`src/rtl/core/gor_pkg.sv`:
```
// Shared types and constants of the partition table overlay block router.
`timescale 1ns / 1ps

package gor_pkg;

  localparam int unsigned BLK_W = 13;
  localparam int unsigned JOBQ_DEPTH = 2;

  localparam logic [4:0]  MIN_SHIFT = 5'd9;
  localparam logic [4:0]  MAX_SHIFT = 5'd16;
  localparam logic [5:0]  MAX_TABLE_BLOCKS = 6'd32;
  localparam logic [5:0]  HEADER_BLOCKS = 6'd2;
  localparam logic [31:0] DEFAULT_VOLUME_ID = 32'h5359_4E54;

  typedef enum logic [2:0] {
    CFG_PASS_THROUGH  = 3'd0,
    CFG_WRITE_LOCKED  = 3'd1,
    CFG_BLOCK_SHIFT   = 3'd2,
    CFG_TABLE_BLOCKS  = 3'd3,
    CFG_BACKING_BASE  = 3'd4,
    CFG_EXTENT_BLOCKS = 3'd5,
    CFG_VOLUME_ID     = 3'd6
  } cfg_idx_e;

  typedef enum logic [1:0] {
    ST_OK        = 2'd0,
    ST_INVALID   = 2'd1,
    ST_MEDIA     = 2'd2,
    ST_WRITE_PROT = 2'd3
  } status_e;

  typedef enum logic [2:0] {
    RG_FORWARD     = 3'd0,
    RG_BOOT        = 3'd1,
    RG_PRIM_HEADER = 3'd2,
    RG_BACK_HEADER = 3'd3,
    RG_PRIM_ENTRY  = 3'd4,
    RG_BACK_ENTRY  = 3'd5,
    RG_DROPPED     = 3'd6
  } region_e;

  typedef struct packed {
    logic        operation;
    logic [31:0] request_media;
    logic [47:0] first_block;
    logic [31:0] byte_count;
    logic        buffer_present;
  } req_t;

  typedef struct packed {
    status_e     status;
    region_e     region;
    logic [47:0] target_block;
    logic [4:0]  table_offset;
    logic [6:0]  run_length;
    logic        last;
  } res_t;

  typedef struct packed {
    logic        pass_through;
    logic        write_locked;
    logic [4:0]  block_shift;
    logic [5:0]  table_blocks;
    logic [47:0] backing_base;
    logic [47:0] extent_blocks;
    logic [31:0] volume_id;
  } cfg_raw_t;

  localparam cfg_raw_t CFG_RESET = '{
    pass_through:  1'b0,
    write_locked:  1'b0,
    block_shift:   5'd9,
    table_blocks:  6'd32,
    backing_base:  48'd0,
    extent_blocks: 48'd1,
    volume_id:     DEFAULT_VOLUME_ID
  };

  // Layout of the virtual disk, worked out once whenever a register changes.
  typedef struct packed {
    logic        pass_through;
    logic        write_locked;
    logic [4:0]  shift;
    logic [5:0]  eb;
    logic [5:0]  dstart;
    logic [31:0] volume_id;
    logic [47:0] base_adj;
    logic [48:0] dend;
    logic [48:0] last_lba;
    logic [48:0] total;
  } geom_t;

  typedef struct packed {
    status_e           status;
    logic              fast;
    logic              is_write;
    logic [47:0]       lba;
    logic [BLK_W-1:0]  blocks;
  } job_t;

endpackage

```
`src/rtl/core/gpt_overlay_block_router.sv`:
```
// Top level of the partition table overlay block router.
`timescale 1ns / 1ps

// A request word is taken when start_i is high and busy_o is low; busy_o rises
// only when the validator holds a word and the two-entry job queue is full.
// An accepted word is registered and validated from that register, and goes
// into the queue once the queue is not full. The back end then gives a
// rejected request or a request that is forwarded as one run a single result
// in the cycle after it leaves the queue; a request that touches the table
// gives one result per block on consecutive cycles. The back end's one result
// per cycle sets the sustained rate. Results appear on res_o for exactly one
// cycle with res_valid_o high and cannot be held off, so the receiver must take
// every word as it comes. Configuration writes take effect on the next cycle.
module gpt_overlay_block_router #(
  parameter int unsigned MAX_RUN_BLOCKS = 64,
  parameter int unsigned ADDRESS_BITS   = 48
) (
  input  logic           clk_i,
  input  logic           rst_ni,
  input  logic           cfg_we_i,
  input  logic [2:0]     cfg_idx_i,
  input  logic [47:0]    cfg_wdata_i,
  input  logic           start_i,
  input  gor_pkg::req_t  req_i,
  output logic           busy_o,
  output logic           res_valid_o,
  output gor_pkg::res_t  res_o
);

  gor_pkg::geom_t geom;
  gor_pkg::job_t  front_job;
  gor_pkg::job_t  back_job;
  logic           push;
  logic           pop;
  logic           full;
  logic           empty;

  gor_cfg u_cfg (
    .clk_i       (clk_i),
    .rst_ni      (rst_ni),
    .cfg_we_i    (cfg_we_i),
    .cfg_idx_i   (cfg_idx_i),
    .cfg_wdata_i (cfg_wdata_i),
    .geom_o      (geom)
  );

  gor_front #(
    .MAX_RUN_BLOCKS (MAX_RUN_BLOCKS)
  ) u_front (
    .clk_i   (clk_i),
    .rst_ni  (rst_ni),
    .start_i (start_i),
    .req_i   (req_i),
    .geom_i  (geom),
    .full_i  (full),
    .push_o  (push),
    .job_o   (front_job),
    .busy_o  (busy_o)
  );

  gor_fifo u_fifo (
    .clk_i   (clk_i),
    .rst_ni  (rst_ni),
    .push_i  (push),
    .job_i   (front_job),
    .full_o  (full),
    .pop_i   (pop),
    .empty_o (empty),
    .job_o   (back_job)
  );

  gor_back #(
    .ADDRESS_BITS (ADDRESS_BITS)
  ) u_back (
    .clk_i       (clk_i),
    .rst_ni      (rst_ni),
    .empty_i     (empty),
    .job_i       (back_job),
    .pop_o       (pop),
    .geom_i      (geom),
    .res_valid_o (res_valid_o),
    .res_o       (res_o)
  );

endmodule

```
`src/rtl/core/gor_cfg.sv`:
```
// Configuration registers and the derived virtual disk layout.
`timescale 1ns / 1ps

module gor_cfg (
  input  logic                  clk_i,
  input  logic                  rst_ni,
  input  logic                  cfg_we_i,
  input  logic [2:0]            cfg_idx_i,
  input  logic [47:0]           cfg_wdata_i,
  output gor_pkg::geom_t        geom_o
);

  function automatic gor_pkg::geom_t derive(input gor_pkg::cfg_raw_t r);
    logic [4:0] sh;
    logic [5:0] tb;
    logic [5:0] eb;
    logic [5:0] ds;
    logic [6:0] ds_eb;
    gor_pkg::geom_t g;
    if (r.block_shift < gor_pkg::MIN_SHIFT) begin
      sh = gor_pkg::MIN_SHIFT;
    end else if (r.block_shift > gor_pkg::MAX_SHIFT) begin
      sh = gor_pkg::MAX_SHIFT;
    end else begin
      sh = r.block_shift;
    end
    tb = (r.table_blocks > gor_pkg::MAX_TABLE_BLOCKS) ? gor_pkg::MAX_TABLE_BLOCKS
                                                      : r.table_blocks;
    eb = r.pass_through ? 6'd0 : tb;
    ds = r.pass_through ? 6'd0 : gor_pkg::HEADER_BLOCKS + eb;
    ds_eb = {1'b0, ds} + {1'b0, eb};
    g.pass_through = r.pass_through;
    g.write_locked = r.write_locked;
    g.shift        = sh;
    g.eb           = eb;
    g.dstart       = ds;
    g.volume_id    = r.volume_id;
    g.base_adj     = r.backing_base - {42'd0, ds};
    g.dend         = {1'b0, r.extent_blocks} + {43'd0, ds};
    g.last_lba     = {1'b0, r.extent_blocks} + {42'd0, ds_eb};
    g.total        = r.pass_through ? {1'b0, r.extent_blocks}
                                    : {1'b0, r.extent_blocks} + {42'd0, ds_eb + 7'd1};
    return g;
  endfunction

  gor_pkg::cfg_raw_t cfg_d, cfg_q;
  gor_pkg::geom_t    geom_d, geom_q;

  always_comb begin
    cfg_d = cfg_q;
    if (cfg_we_i) begin
      unique case (gor_pkg::cfg_idx_e'(cfg_idx_i))
        gor_pkg::CFG_PASS_THROUGH:  cfg_d.pass_through  = cfg_wdata_i[0];
        gor_pkg::CFG_WRITE_LOCKED:  cfg_d.write_locked  = cfg_wdata_i[0];
        gor_pkg::CFG_BLOCK_SHIFT:   cfg_d.block_shift   = cfg_wdata_i[4:0];
        gor_pkg::CFG_TABLE_BLOCKS:  cfg_d.table_blocks  = cfg_wdata_i[5:0];
        gor_pkg::CFG_BACKING_BASE:  cfg_d.backing_base  = cfg_wdata_i;
        gor_pkg::CFG_EXTENT_BLOCKS: cfg_d.extent_blocks = cfg_wdata_i;
        gor_pkg::CFG_VOLUME_ID:     cfg_d.volume_id     = cfg_wdata_i[31:0];
        default: ;
      endcase
    end
    geom_d = derive(cfg_d);
  end

  // The layout is registered in the same edge as the write, so it is ready at once.
  always_ff @(posedge clk_i or negedge rst_ni) begin
    if (!rst_ni) begin
      cfg_q  <= gor_pkg::CFG_RESET;
      geom_q <= derive(gor_pkg::CFG_RESET);
    end else begin
      cfg_q  <= cfg_d;
      geom_q <= geom_d;
    end
  end

  assign geom_o = geom_q;

endmodule

```
`src/rtl/core/gor_front.sv`:
```
// Front end: takes a request word, validates it and classifies it into a job.
`timescale 1ns / 1ps

module gor_front #(
  parameter int unsigned MAX_RUN_BLOCKS = 64
) (
  input  logic            clk_i,
  input  logic            rst_ni,
  input  logic            start_i,
  input  gor_pkg::req_t   req_i,
  input  gor_pkg::geom_t  geom_i,
  input  logic            full_i,
  output logic            push_o,
  output gor_pkg::job_t   job_o,
  output logic            busy_o
);

  gor_pkg::req_t req_q;
  logic          vld_d, vld_q;
  logic          accept;

  logic [15:0]   low_mask;
  logic [31:0]   blocks_w;
  logic [48:0]   lba_w;
  logic [48:0]   end_sum;
  logic          bad_buf;
  logic          too_long;
  logic          past_end;
  logic          in_data;

  assign busy_o = vld_q && full_i;
  assign accept = start_i && !busy_o;
  assign push_o = vld_q && !full_i;

  always_comb begin
    vld_d = vld_q;
    if (accept) begin
      vld_d = 1'b1;
    end else if (push_o) begin
      vld_d = 1'b0;
    end
  end

  always_ff @(posedge clk_i or negedge rst_ni) begin
    if (!rst_ni) begin
      vld_q <= 1'b0;
    end else begin
      vld_q <= vld_d;
    end
  end

  always_ff @(posedge clk_i) begin
    if (accept) begin
      req_q <= req_i;
    end
  end

  // Block size is a power of two, so the remainder is just the low bits.
  assign low_mask = 16'((17'd1 << geom_i.shift) - 17'd1);
  assign blocks_w = req_q.byte_count >> geom_i.shift;
  assign lba_w    = {1'b0, req_q.first_block};
  assign end_sum  = lba_w + {17'd0, blocks_w};

  assign bad_buf  = !req_q.buffer_present || (req_q.byte_count == 32'd0) ||
                    ((req_q.byte_count[15:0] & low_mask) != 16'd0);
  assign too_long = blocks_w > 32'(MAX_RUN_BLOCKS);
  assign past_end = end_sum > geom_i.total;
  assign in_data  = (lba_w >= {43'd0, geom_i.dstart}) && (end_sum <= geom_i.dend);

  always_comb begin
    job_o.fast     = geom_i.pass_through || in_data;
    job_o.is_write = req_q.operation;
    job_o.lba      = req_q.first_block;
    job_o.blocks   = blocks_w[gor_pkg::BLK_W-1:0];
    priority if (req_q.operation && geom_i.write_locked) begin
      job_o.status = gor_pkg::ST_WRITE_PROT;
    end else if (bad_buf || too_long || past_end) begin
      job_o.status = gor_pkg::ST_INVALID;
    end else if (req_q.request_media != geom_i.volume_id) begin
      job_o.status = gor_pkg::ST_MEDIA;
    end else begin
      job_o.status = gor_pkg::ST_OK;
    end
  end

endmodule

```
`src/rtl/core/gor_fifo.sv`:
```
// Short job queue between the front end and the back end.
`timescale 1ns / 1ps

module gor_fifo (
  input  logic           clk_i,
  input  logic           rst_ni,
  input  logic           push_i,
  input  gor_pkg::job_t  job_i,
  output logic           full_o,
  input  logic           pop_i,
  output logic           empty_o,
  output gor_pkg::job_t  job_o
);

  localparam int unsigned PtrW = (gor_pkg::JOBQ_DEPTH > 1) ? $clog2(gor_pkg::JOBQ_DEPTH) : 1;
  localparam int unsigned CntW = $clog2(gor_pkg::JOBQ_DEPTH + 1);
  localparam logic [PtrW-1:0] LastPtr = PtrW'(gor_pkg::JOBQ_DEPTH - 1);

  gor_pkg::job_t   mem_q [gor_pkg::JOBQ_DEPTH];
  logic [PtrW-1:0] wr_ptr_d, wr_ptr_q;
  logic [PtrW-1:0] rd_ptr_d, rd_ptr_q;
  logic [CntW-1:0] cnt_d, cnt_q;
  logic            do_push;
  logic            do_pop;

  assign full_o  = cnt_q == CntW'(gor_pkg::JOBQ_DEPTH);
  assign empty_o = cnt_q == '0;
  assign do_push = push_i && !full_o;
  assign do_pop  = pop_i && !empty_o;
  assign job_o   = mem_q[rd_ptr_q];

  always_comb begin
    wr_ptr_d = wr_ptr_q;
    rd_ptr_d = rd_ptr_q;
    cnt_d    = cnt_q;
    if (do_push) begin
      wr_ptr_d = (wr_ptr_q == LastPtr) ? '0 : wr_ptr_q + 1'b1;
    end
    if (do_pop) begin
      rd_ptr_d = (rd_ptr_q == LastPtr) ? '0 : rd_ptr_q + 1'b1;
    end
    if (do_push && !do_pop) begin
      cnt_d = cnt_q + 1'b1;
    end else if (do_pop && !do_push) begin
      cnt_d = cnt_q - 1'b1;
    end
  end

  always_ff @(posedge clk_i or negedge rst_ni) begin
    if (!rst_ni) begin
      wr_ptr_q <= '0;
      rd_ptr_q <= '0;
      cnt_q    <= '0;
    end else begin
      wr_ptr_q <= wr_ptr_d;
      rd_ptr_q <= rd_ptr_d;
      cnt_q    <= cnt_d;
    end
  end

  always_ff @(posedge clk_i) begin
    if (do_push) begin
      mem_q[wr_ptr_q] <= job_i;
    end
  end

endmodule

```
`src/rtl/core/gor_back.sv`:
```
// Back end: turns a job into result words, one block per cycle on the split path.
`timescale 1ns / 1ps

module gor_back #(
  parameter int unsigned ADDRESS_BITS = 48
) (
  input  logic            clk_i,
  input  logic            rst_ni,
  input  logic            empty_i,
  input  gor_pkg::job_t   job_i,
  output logic            pop_o,
  input  gor_pkg::geom_t  geom_i,
  output logic            res_valid_o,
  output gor_pkg::res_t   res_o
);

  localparam logic [47:0] AddrMask = (ADDRESS_BITS >= 48) ? 48'hFFFF_FFFF_FFFF
                                   : 48'((64'd1 << ADDRESS_BITS) - 64'd1);

  typedef enum logic [1:0] {
    BK_IDLE  = 2'b01,
    BK_SPLIT = 2'b10
  } back_state_e;

  back_state_e              state_d, state_q;
  logic [48:0]              cur_d, cur_q;
  logic [gor_pkg::BLK_W-1:0] left_d, left_q;
  logic                     wr_d, wr_q;
  logic                     res_valid_d, res_valid_q;
  gor_pkg::res_t            res_d, res_q;
  gor_pkg::res_t            split_res;

  assign pop_o = (state_q == BK_IDLE) && !empty_i;

  // Classification of the block under the cursor; earlier tests take priority.
  // The cursor is one bit wider than an address, as a run may pass the top of it.
  always_comb begin
    split_res.status       = gor_pkg::ST_OK;
    split_res.run_length   = 7'd1;
    split_res.last         = left_q == gor_pkg::BLK_W'(1);
    split_res.target_block = cur_q[47:0];
    split_res.table_offset = 5'd0;
    priority if (cur_q == 49'd0) begin
      split_res.region = gor_pkg::RG_BOOT;
    end else if (cur_q == 49'd1) begin
      split_res.region = gor_pkg::RG_PRIM_HEADER;
    end else if (cur_q == geom_i.last_lba) begin
      split_res.region = gor_pkg::RG_BACK_HEADER;
    end else if (cur_q >= 49'(gor_pkg::HEADER_BLOCKS) && cur_q < {43'd0, geom_i.dstart}) begin
      split_res.region       = gor_pkg::RG_PRIM_ENTRY;
      split_res.table_offset = cur_q[4:0] - gor_pkg::HEADER_BLOCKS[4:0];
    end else if (cur_q >= geom_i.dend && cur_q < geom_i.last_lba) begin
      split_res.region       = gor_pkg::RG_BACK_ENTRY;
      split_res.table_offset = cur_q[4:0] - geom_i.dend[4:0];
    end else begin
      split_res.region       = gor_pkg::RG_FORWARD;
      split_res.target_block = (geom_i.base_adj + cur_q[47:0]) & AddrMask;
    end
    // Table blocks are never written through.
    if (wr_q && split_res.region != gor_pkg::RG_FORWARD) begin
      split_res.region       = gor_pkg::RG_DROPPED;
      split_res.table_offset = 5'd0;
    end
  end

  always_comb begin
    state_d     = state_q;
    cur_d       = cur_q;
    left_d      = left_q;
    wr_d        = wr_q;
    res_valid_d = 1'b0;
    res_d       = res_q;
    unique case (state_q)
      BK_IDLE: begin
        if (pop_o) begin
          if (job_i.status != gor_pkg::ST_OK) begin
            res_valid_d        = 1'b1;
            res_d.status       = job_i.status;
            res_d.region       = gor_pkg::RG_FORWARD;
            res_d.target_block = 48'd0;
            res_d.table_offset = 5'd0;
            res_d.run_length   = 7'd0;
            res_d.last         = 1'b1;
          end else if (job_i.fast) begin
            res_valid_d        = 1'b1;
            res_d.status       = gor_pkg::ST_OK;
            res_d.region       = gor_pkg::RG_FORWARD;
            res_d.target_block = (geom_i.base_adj + job_i.lba) & AddrMask;
            res_d.table_offset = 5'd0;
            res_d.run_length   = 7'(job_i.blocks);
            res_d.last         = 1'b1;
          end else begin
            cur_d   = {1'b0, job_i.lba};
            left_d  = job_i.blocks;
            wr_d    = job_i.is_write;
            state_d = BK_SPLIT;
          end
        end
      end
      BK_SPLIT: begin
        res_valid_d = 1'b1;
        res_d       = split_res;
        cur_d       = cur_q + 49'd1;
        left_d      = left_q - 1'b1;
        if (split_res.last) begin
          state_d = BK_IDLE;
        end
      end
      default: begin
        state_d = BK_IDLE;
      end
    endcase
  end

  always_ff @(posedge clk_i or negedge rst_ni) begin
    if (!rst_ni) begin
      state_q     <= BK_IDLE;
      res_valid_q <= 1'b0;
      left_q      <= '0;
    end else begin
      state_q     <= state_d;
      res_valid_q <= res_valid_d;
      left_q      <= left_d;
    end
  end

  always_ff @(posedge clk_i) begin
    cur_q <= cur_d;
    wr_q  <= wr_d;
    res_q <= res_d;
  end

  assign res_valid_o = res_valid_q;
  assign res_o       = res_q;

endmodule

```
`config.mk`:
```
export PLATFORM = sky130hd
export DESIGN_NAME = gpt_overlay_block_router
export DESIGN_NICKNAME = d
export VERILOG_FILES = /design/src/rtl/core/gor_pkg.sv /design/src/rtl/core/gpt_overlay_block_router.sv /design/src/rtl/core/gor_cfg.sv /design/src/rtl/core/gor_front.sv /design/src/rtl/core/gor_fifo.sv /design/src/rtl/core/gor_back.sv
export SDC_FILE = /design/constraint.sdc
export NUM_CORES = 2
export LEC_CHECK = 0
export BUFFER_PORTS_ARGS = -buffer_cell sky130_fd_sc_hd__buf_2
export CORE_ASPECT_RATIO = 0.9
export CORE_UTILIZATION = 30
export CTS_CLUSTER_SIZE = 16
export DETAILED_ROUTE_END_ITERATION = 16
export PLACE_DENSITY = 0.44
export SYNTH_ARGS = -nofsm -noshare
export SYNTH_HDL_FRONTEND = slang
export SYNTH_SLANG_ARGS = --single-unit
```
`constraint.sdc`:
```
create_clock -name clk_i -period 6.45 [get_ports clk_i]
set_input_delay 0.3225 -clock clk_i [delete_from_list [all_inputs] [get_ports clk_i]]
set_output_delay 0.3225 -clock clk_i [all_outputs]
set_load 0.02 [all_outputs]
```
Word level (Yosys, flattened, before mapping)
Memory sizes are Yosys's and may differ from the RTL's.
Index checks and enable logic that the tools add are counted.
{"block": "word_totals", "word_cells": 187, "ram_bits": 130, "latch_bits": 0, "in_bits": 169, "regBits": 598, "rom_bits": 0, "output_inout_bits": 68, "n_memories": 1}
{"block": "op_classes", "n_eq_ne": 18, "addsub": 19, "shifts": 2, "bitwise_logic": 3, "order_cmp": 11, "mux": 60, "reduce_logical": 40, "mul": 0, "n_div": 0}
{"name": "u_fifo.mem_q", "depth": 2, "word_bits": 65, "read_ports": 1, "rd_ports_with_merged_regs": 0, "wr": 1, "line": "gor_fifo.sv:19", "source": "gor_pkg::job_t mem_q [gor_pkg::JOBQ_DEPTH];"}
{"cell": "2-to-1 mux 66 bit", "n": 3}
{"cell": "2-to-1 mux 49 bit", "n": 4}
{"cell": "2-to-1 mux 48 bit", "n": 4}
{"cell": "2-to-1 mux 53 bit", "n": 3}
{"cell": "2-to-1 mux 141 bit", "n": 1}
{"cell": "one-hot mux 66 bit (2 select lines)", "n": 1}
{"cell": "adder 48 x 7 -> 49 bit", "n": 2}
{"cell": "one-hot mux 49 bit (2 select lines)", "n": 1}
{"cell": "adder 48 bit", "n": 2}
{"cell": "adder 48 x 32 -> 49 bit", "n": 1}
{"cell": "adder 48 x 6 -> 49 bit", "n": 1}
{"cell": "adder 49 x 1 -> 49 bit (second input constant)", "n": 1}
{"cell": "equality test 49 x 1 -> 1 bit (second input constant)", "n": 1}
{"cell": "equality test 49 bit", "n": 1}
{"cell": "greater-or-equal comparator 49 x 2 -> 1 bit (second input constant)", "n": 1}
{"cell": "greater-or-equal comparator 49 bit", "n": 1}
{"cell": "greater-than comparator 49 bit", "n": 1}
{"cell": "less-or-equal comparator 49 bit", "n": 1}
{"cell": "zero test 49 bit", "n": 1}
{"cell": "less-than comparator 49 bit", "n": 1}
{"cell": "less-than comparator 49 x 6 -> 1 bit", "n": 1}
{"cell": "greater-or-equal comparator 48 x 6 -> 1 bit", "n": 1}
{"cell": "subtractor 48 x 6 -> 48 bit", "n": 1}
{"cell": "2-to-1 mux 13 bit", "n": 3}
{"cell": "other kinds (49)", "n": 115}

Longest topological paths before layout
{"block": "logic_depth", "word_depth": 12, "depth_mapped": 32}

Cells and area by module
Synthesis repeated with hierarchy kept, for this count alone.
{"block": "hier_totals", "hier_cells": 4729, "hier_area_um2": 47994.8}
{"mod": "gor_cfg", "instances": 1, "area_per_inst_um2": 16181.8, "cells_per_inst": 1465, "seq_area_each_um2": 8931.1}
{"mod": "gor_back", "instances": 1, "area_per_inst_um2": 15014.4, "cells_per_inst": 1782, "seq_area_each_um2": 3885.0}
{"mod": "gor_front", "instances": 1, "area_per_inst_um2": 11750.0, "cells_per_inst": 1261, "seq_area_each_um2": 3448.3}
{"mod": "gor_fifo", "instances": 1, "area_per_inst_um2": 5048.6, "cells_per_inst": 221, "seq_area_each_um2": 4003.8}

Worst setup path before layout
Ideal clock, no wire load.
{"block": "synth_path", "kind": "register to register", "start": "reg u_cfg.geom_q, in the netlist u_cfg.geom_o[239]", "end": "mem u_fifo.mem_q[0][63] in the netlist's numbering (data pin)", "t_arrival_ps": 6295, "path_stages_with_launch": 31, "slack_ps": -106, "setup_time_ps": 261, "cell_sequence": "dfstp_2 buf_2 buf_2 mux4_2 nand2_1 nand2_1 o21ai_1 mux2i_1 ha_1 fa_1 a21o_1 a21oi_1 o21a_1 o2111ai_1 a41oi_1 o211ai_1 and3_1 o21a_1 o211ai_1 xnor2_1 ha_1 a21o_1 a21o_1 a21o_1 a21o_1 a21o_1 a21o_1 a21o_1 a22o_1 a21oi_1 nand2_1"}
{"item": "start: declaration", "line": "gor_cfg.sv:47", "source": "gor_pkg::geom_t geom_d, geom_q;"}
{"item": "start signal: assignment", "line": "gor_cfg.sv:70", "source": "geom_q <= derive(gor_pkg::CFG_RESET);"}
{"item": "start signal: assignment", "line": "gor_cfg.sv:73", "source": "geom_q <= geom_d;"}
{"item": "end: declaration", "line": "gor_fifo.sv:19"}

==> run metrics <==
critical path launch point type flop; violated checks negative setup slack; Fin. Hold Viols 0; Final HPWL DP 136000 µm; maxcap violations 0; sequential area share after synthesis 0.444; maximum VDD drop 0.242 mV; hold endpoint u_cfg.cfg_q[118]; Area Growth Syn to Fin 23.5%; reg-to-reg startpoint u_cfg.geom_o[239]; main flop type after synthesis edfxtp_1; CP Class reg -> reg; top cells by area, synth edfxtp_1 (24%), dfrtp_1 (16%), ha_1 (10%); largest family of logic cells by synthesized area simple AND/OR/NAND/NOR gates; ANT nets after route 0; Placer Congestion 0.914; DR iter-0 viols 2852; DR WL met2 66300 µm; routed len/inst 23.6 µm; kind of end point of the critical path flop; Hold Path Cell Cnt 3; Hold WS 70.8 ps; Routed WL 169000 µm; CP max-delay cell dfstp_2; fillers 14952; Max H-tree Level 3; Switching Fraction 0.422; critical path's most frequent cell buf_4; FP Rows 134; top-area cell type share of the netlist area 0.238; GRT Total Usage 0.218; Via density 5.05; XOR/XNOR Fraction of Synth Area 0.0769; root buf cell clkbuf_16; syn_area_per_cell 10.2 µm²; post-synthesis simple-gate area fraction 0.138; vias in the first global route 35182; first-pass GRT wire length 243000 µm; Register Area 20100 µm²; cell taking the most area after synthesis edfxtp_1; max frequency 0.145 GHz; Crit Path Max Fanout 7; via count 36164; clock power share 0.201; Worst Clk Skew 27.9 ps; met1 wire length 88900 µm; Setup-failing EPs final 6; drt first pass iters 5; placed cells 6806; Die ar. 153000 µm²; Syn. warnings 0; Hold Crit Class in -> reg; Initial Util 0.304; Psw 11000 µW; clock tree buffer depth 3; Int Power 15100 µW; mapped cell area 45300 µm²; DRC errors left 0; critical path arrival 7340 ps; Sink Count 728; area taken by multi-input logic gates 23700 µm²; final setup margin -433 ps; Hold Startpoint cfg_wdata_i[38]; fin crit period 6880 ps; Synth Instances 4441; Setup WS pre-CTS -869 ps; IO buf count 236; grt total ovfl 0; metal3 WL 10100 µm; num ports 237; CTS buffer count 86; Synth Area in Adders 0.107; worst path required time 6900 ps; number of enable flip-flop cells after synthesis 360; Tcrit/Tclk final 1.07; Total Nets Final 5668; mux contribution to synthesized area 0.0674; max layer used met4; Die Wd 412 µm; Cell variety after synth 92; Slew headroom 0.0576; r2r setup slk -430 ps; die span in y 371 µm; status finished, violations left; Least-Margin Pin Slew 1400 ps; final core utilization 0.376; Seq pwr share 0.297; CTS tree yes; Synth Area in Compound Gates 0.126; Synth Register Bits 728; leak pwr 0.0240 µW; RSZ-0062 raised after global routing yes; initial antenna violation count 9; Final Max Tran Viols 0; r2r endpoint u_fifo.mem_q[1][63]; Worst-path clk slew 60 ps; core area 149000 µm²; pwr/cell area 467 nW/µm²; share of cells above drive strength 1 0.192; Post-synth ARST share 0.505; Gate power share 0.502; Worst-Skew Late Latency 710 ps; antenna diode count 0; worst stage delay on the critical path 590 ps; reg2reg path depth 33; Post-Layout Cell Count 7160; pin count of the biggest net entering global routing 96
==> Yosys cell counts, drive strengths merged (46+ instances only) <==
cell type and n:
dfstp 78, o21ai 163, mux2 98, nor3 86, edfxtp 360, a21oi 290, nand2 431, ha 375
clkbuf 97, mux2i 129, xnor2 314, nand4 84, nor2 307, a21o 146, nand3 110, xor2 84
nor4 70, and3 46, dfrtp 290, inv 329
==> critical path, delay by kind of cell, from the launching register on <==
family | cells | cell delay [ps]
AO/OA/AOI/OAI | 10 | 1940
adder cells (fa/ha/maj) | 3 | 880
AND/OR/NAND/NOR | 6 | 940
buffers and inverters | 10 | 1340
XOR/XNOR | 1 | 120
flip-flops | 1 | 590
multiplexers | 3 | 840
==> per-stage QoR <==
step | total power [µW] | cell area (µm²) | setup TNS (ps)
after detailed placement | 20500 | 50800 | -4420
after global placement | 20500 | 50800 | -4520
after floorplan | 15700 | 45400 | 0
after global routing | 27900 | 56000 | -3720
final | 26200 | 56000 | -1770
after CTS | 26100 | 55800 | -1920
==> how the worst max path moves through the flow <==
stage | start | endpoint | slack (ps)
2_1_floorplan | u_cfg.geom_o[239] | u_fifo.mem_q[0][63] | 10
4_1_cts | u_cfg.geom_o[239] | u_fifo.mem_q[1][63] | -490
3_5_place_dp | u_cfg.geom_o[239] | u_fifo.mem_q[1][63] | -870
5_1_grt | u_cfg.geom_o[239] | u_fifo.mem_q[1][63] | -740
3_3_place_gp | u_cfg.geom_o[239] | u_fifo.mem_q[0][63] | -890
6_report | u_cfg.geom_o[239] | u_fifo.mem_q[1][63] | -430
==> power groups by stage <==
stage          Sequential (µW)  Combinational [µW]  Clock (µW)
6_report                  7770               13100        5250
5_1_grt                   7890               14500        5560
4_1_cts                   7740               13000        5400
3_5_place_dp              7820               12700           0
3_3_place_gp              7800               12700           0
2_1_floorplan             7460                8210           0
==> layout make-up <==
| class | count | area share |
|---|---|---|
| clock buffers | 114 | 0.0434 |
| clock inverters | 46 | 0.0111 |
| inverters | 336 | 0.0225 |
| multi-input cells | 3242 | 0.424 |
| flip-flops and latches | 728 | 0.359 |
| well taps | 1972 | 0.0441 |
| repair buffers | 722 | 0.0960 |
==> logic make-up (layout without fill, tap and decap cells) <==
kind of cell,count (synthesis),count (layout)
AOI/OAI and AO/OA,909,909
buffers and inverters,472,1218
muxes,256,256
other,2,3
DFF,728,728
xor gates and xnor gates,398,398
and+or+nand+nor,1292,1292
adders and majority gates,384,384
==> flip-flops by register name (all words and copies together) (netlist names) <==
name / count
u_back.cur_q: 49
u_fifo.rd_ptr_q: 1
u_front.vld_q: 1
u_back.state_q: 2
u_front.job_o: 49
u_back.left_q: 13
u_back.res_valid_o: 1
u_cfg.geom_o: 206
u_back.wr_q: 1
u_cfg.cfg_q: 141
u_back.res_o: 66
u_fifo.wr_ptr_q: 1
u_fifo.cnt_q: 2
u_fifo.mem_q: 130
u_front.req_q: 65
==> layer usage <==
layer	global-route usage	vias to the layer above
met5	0	-
met4	0.0488	0
met3	0.0407	146
met2	0.298	1008
met1	0.346	17601
li1	-	17409
==> cells in the final DEF (no fill, tap or decap), types with 146 or more instances in the layout <==
master / instances
inv_1: 327
ha_1: 372
xnor2_1: 312
a21o_1: 146
edfxtp_1: 360
dfrtp_1: 289
nor2_1: 304
o21ai_0: 152
nand2_1: 426
dlygate4sd3_1: 162
buf_2: 235
buf_4: 310
a21oi_1: 278
==> timing repair <==
| item | in CTS | in global routing |
|---|---|---|
| setup buffers | 19 | 14 |
| setup endpoints to repair | 6 | 6 |
| cloned | 1 | 0 |
| hold endpoints to repair | 268 | 0 |
| resized for setup | 42 | 28 |
| pin swaps | 36 | 43 |
| hold buffers | 162 | 0 |
Power figures use the tool's default switching activity.
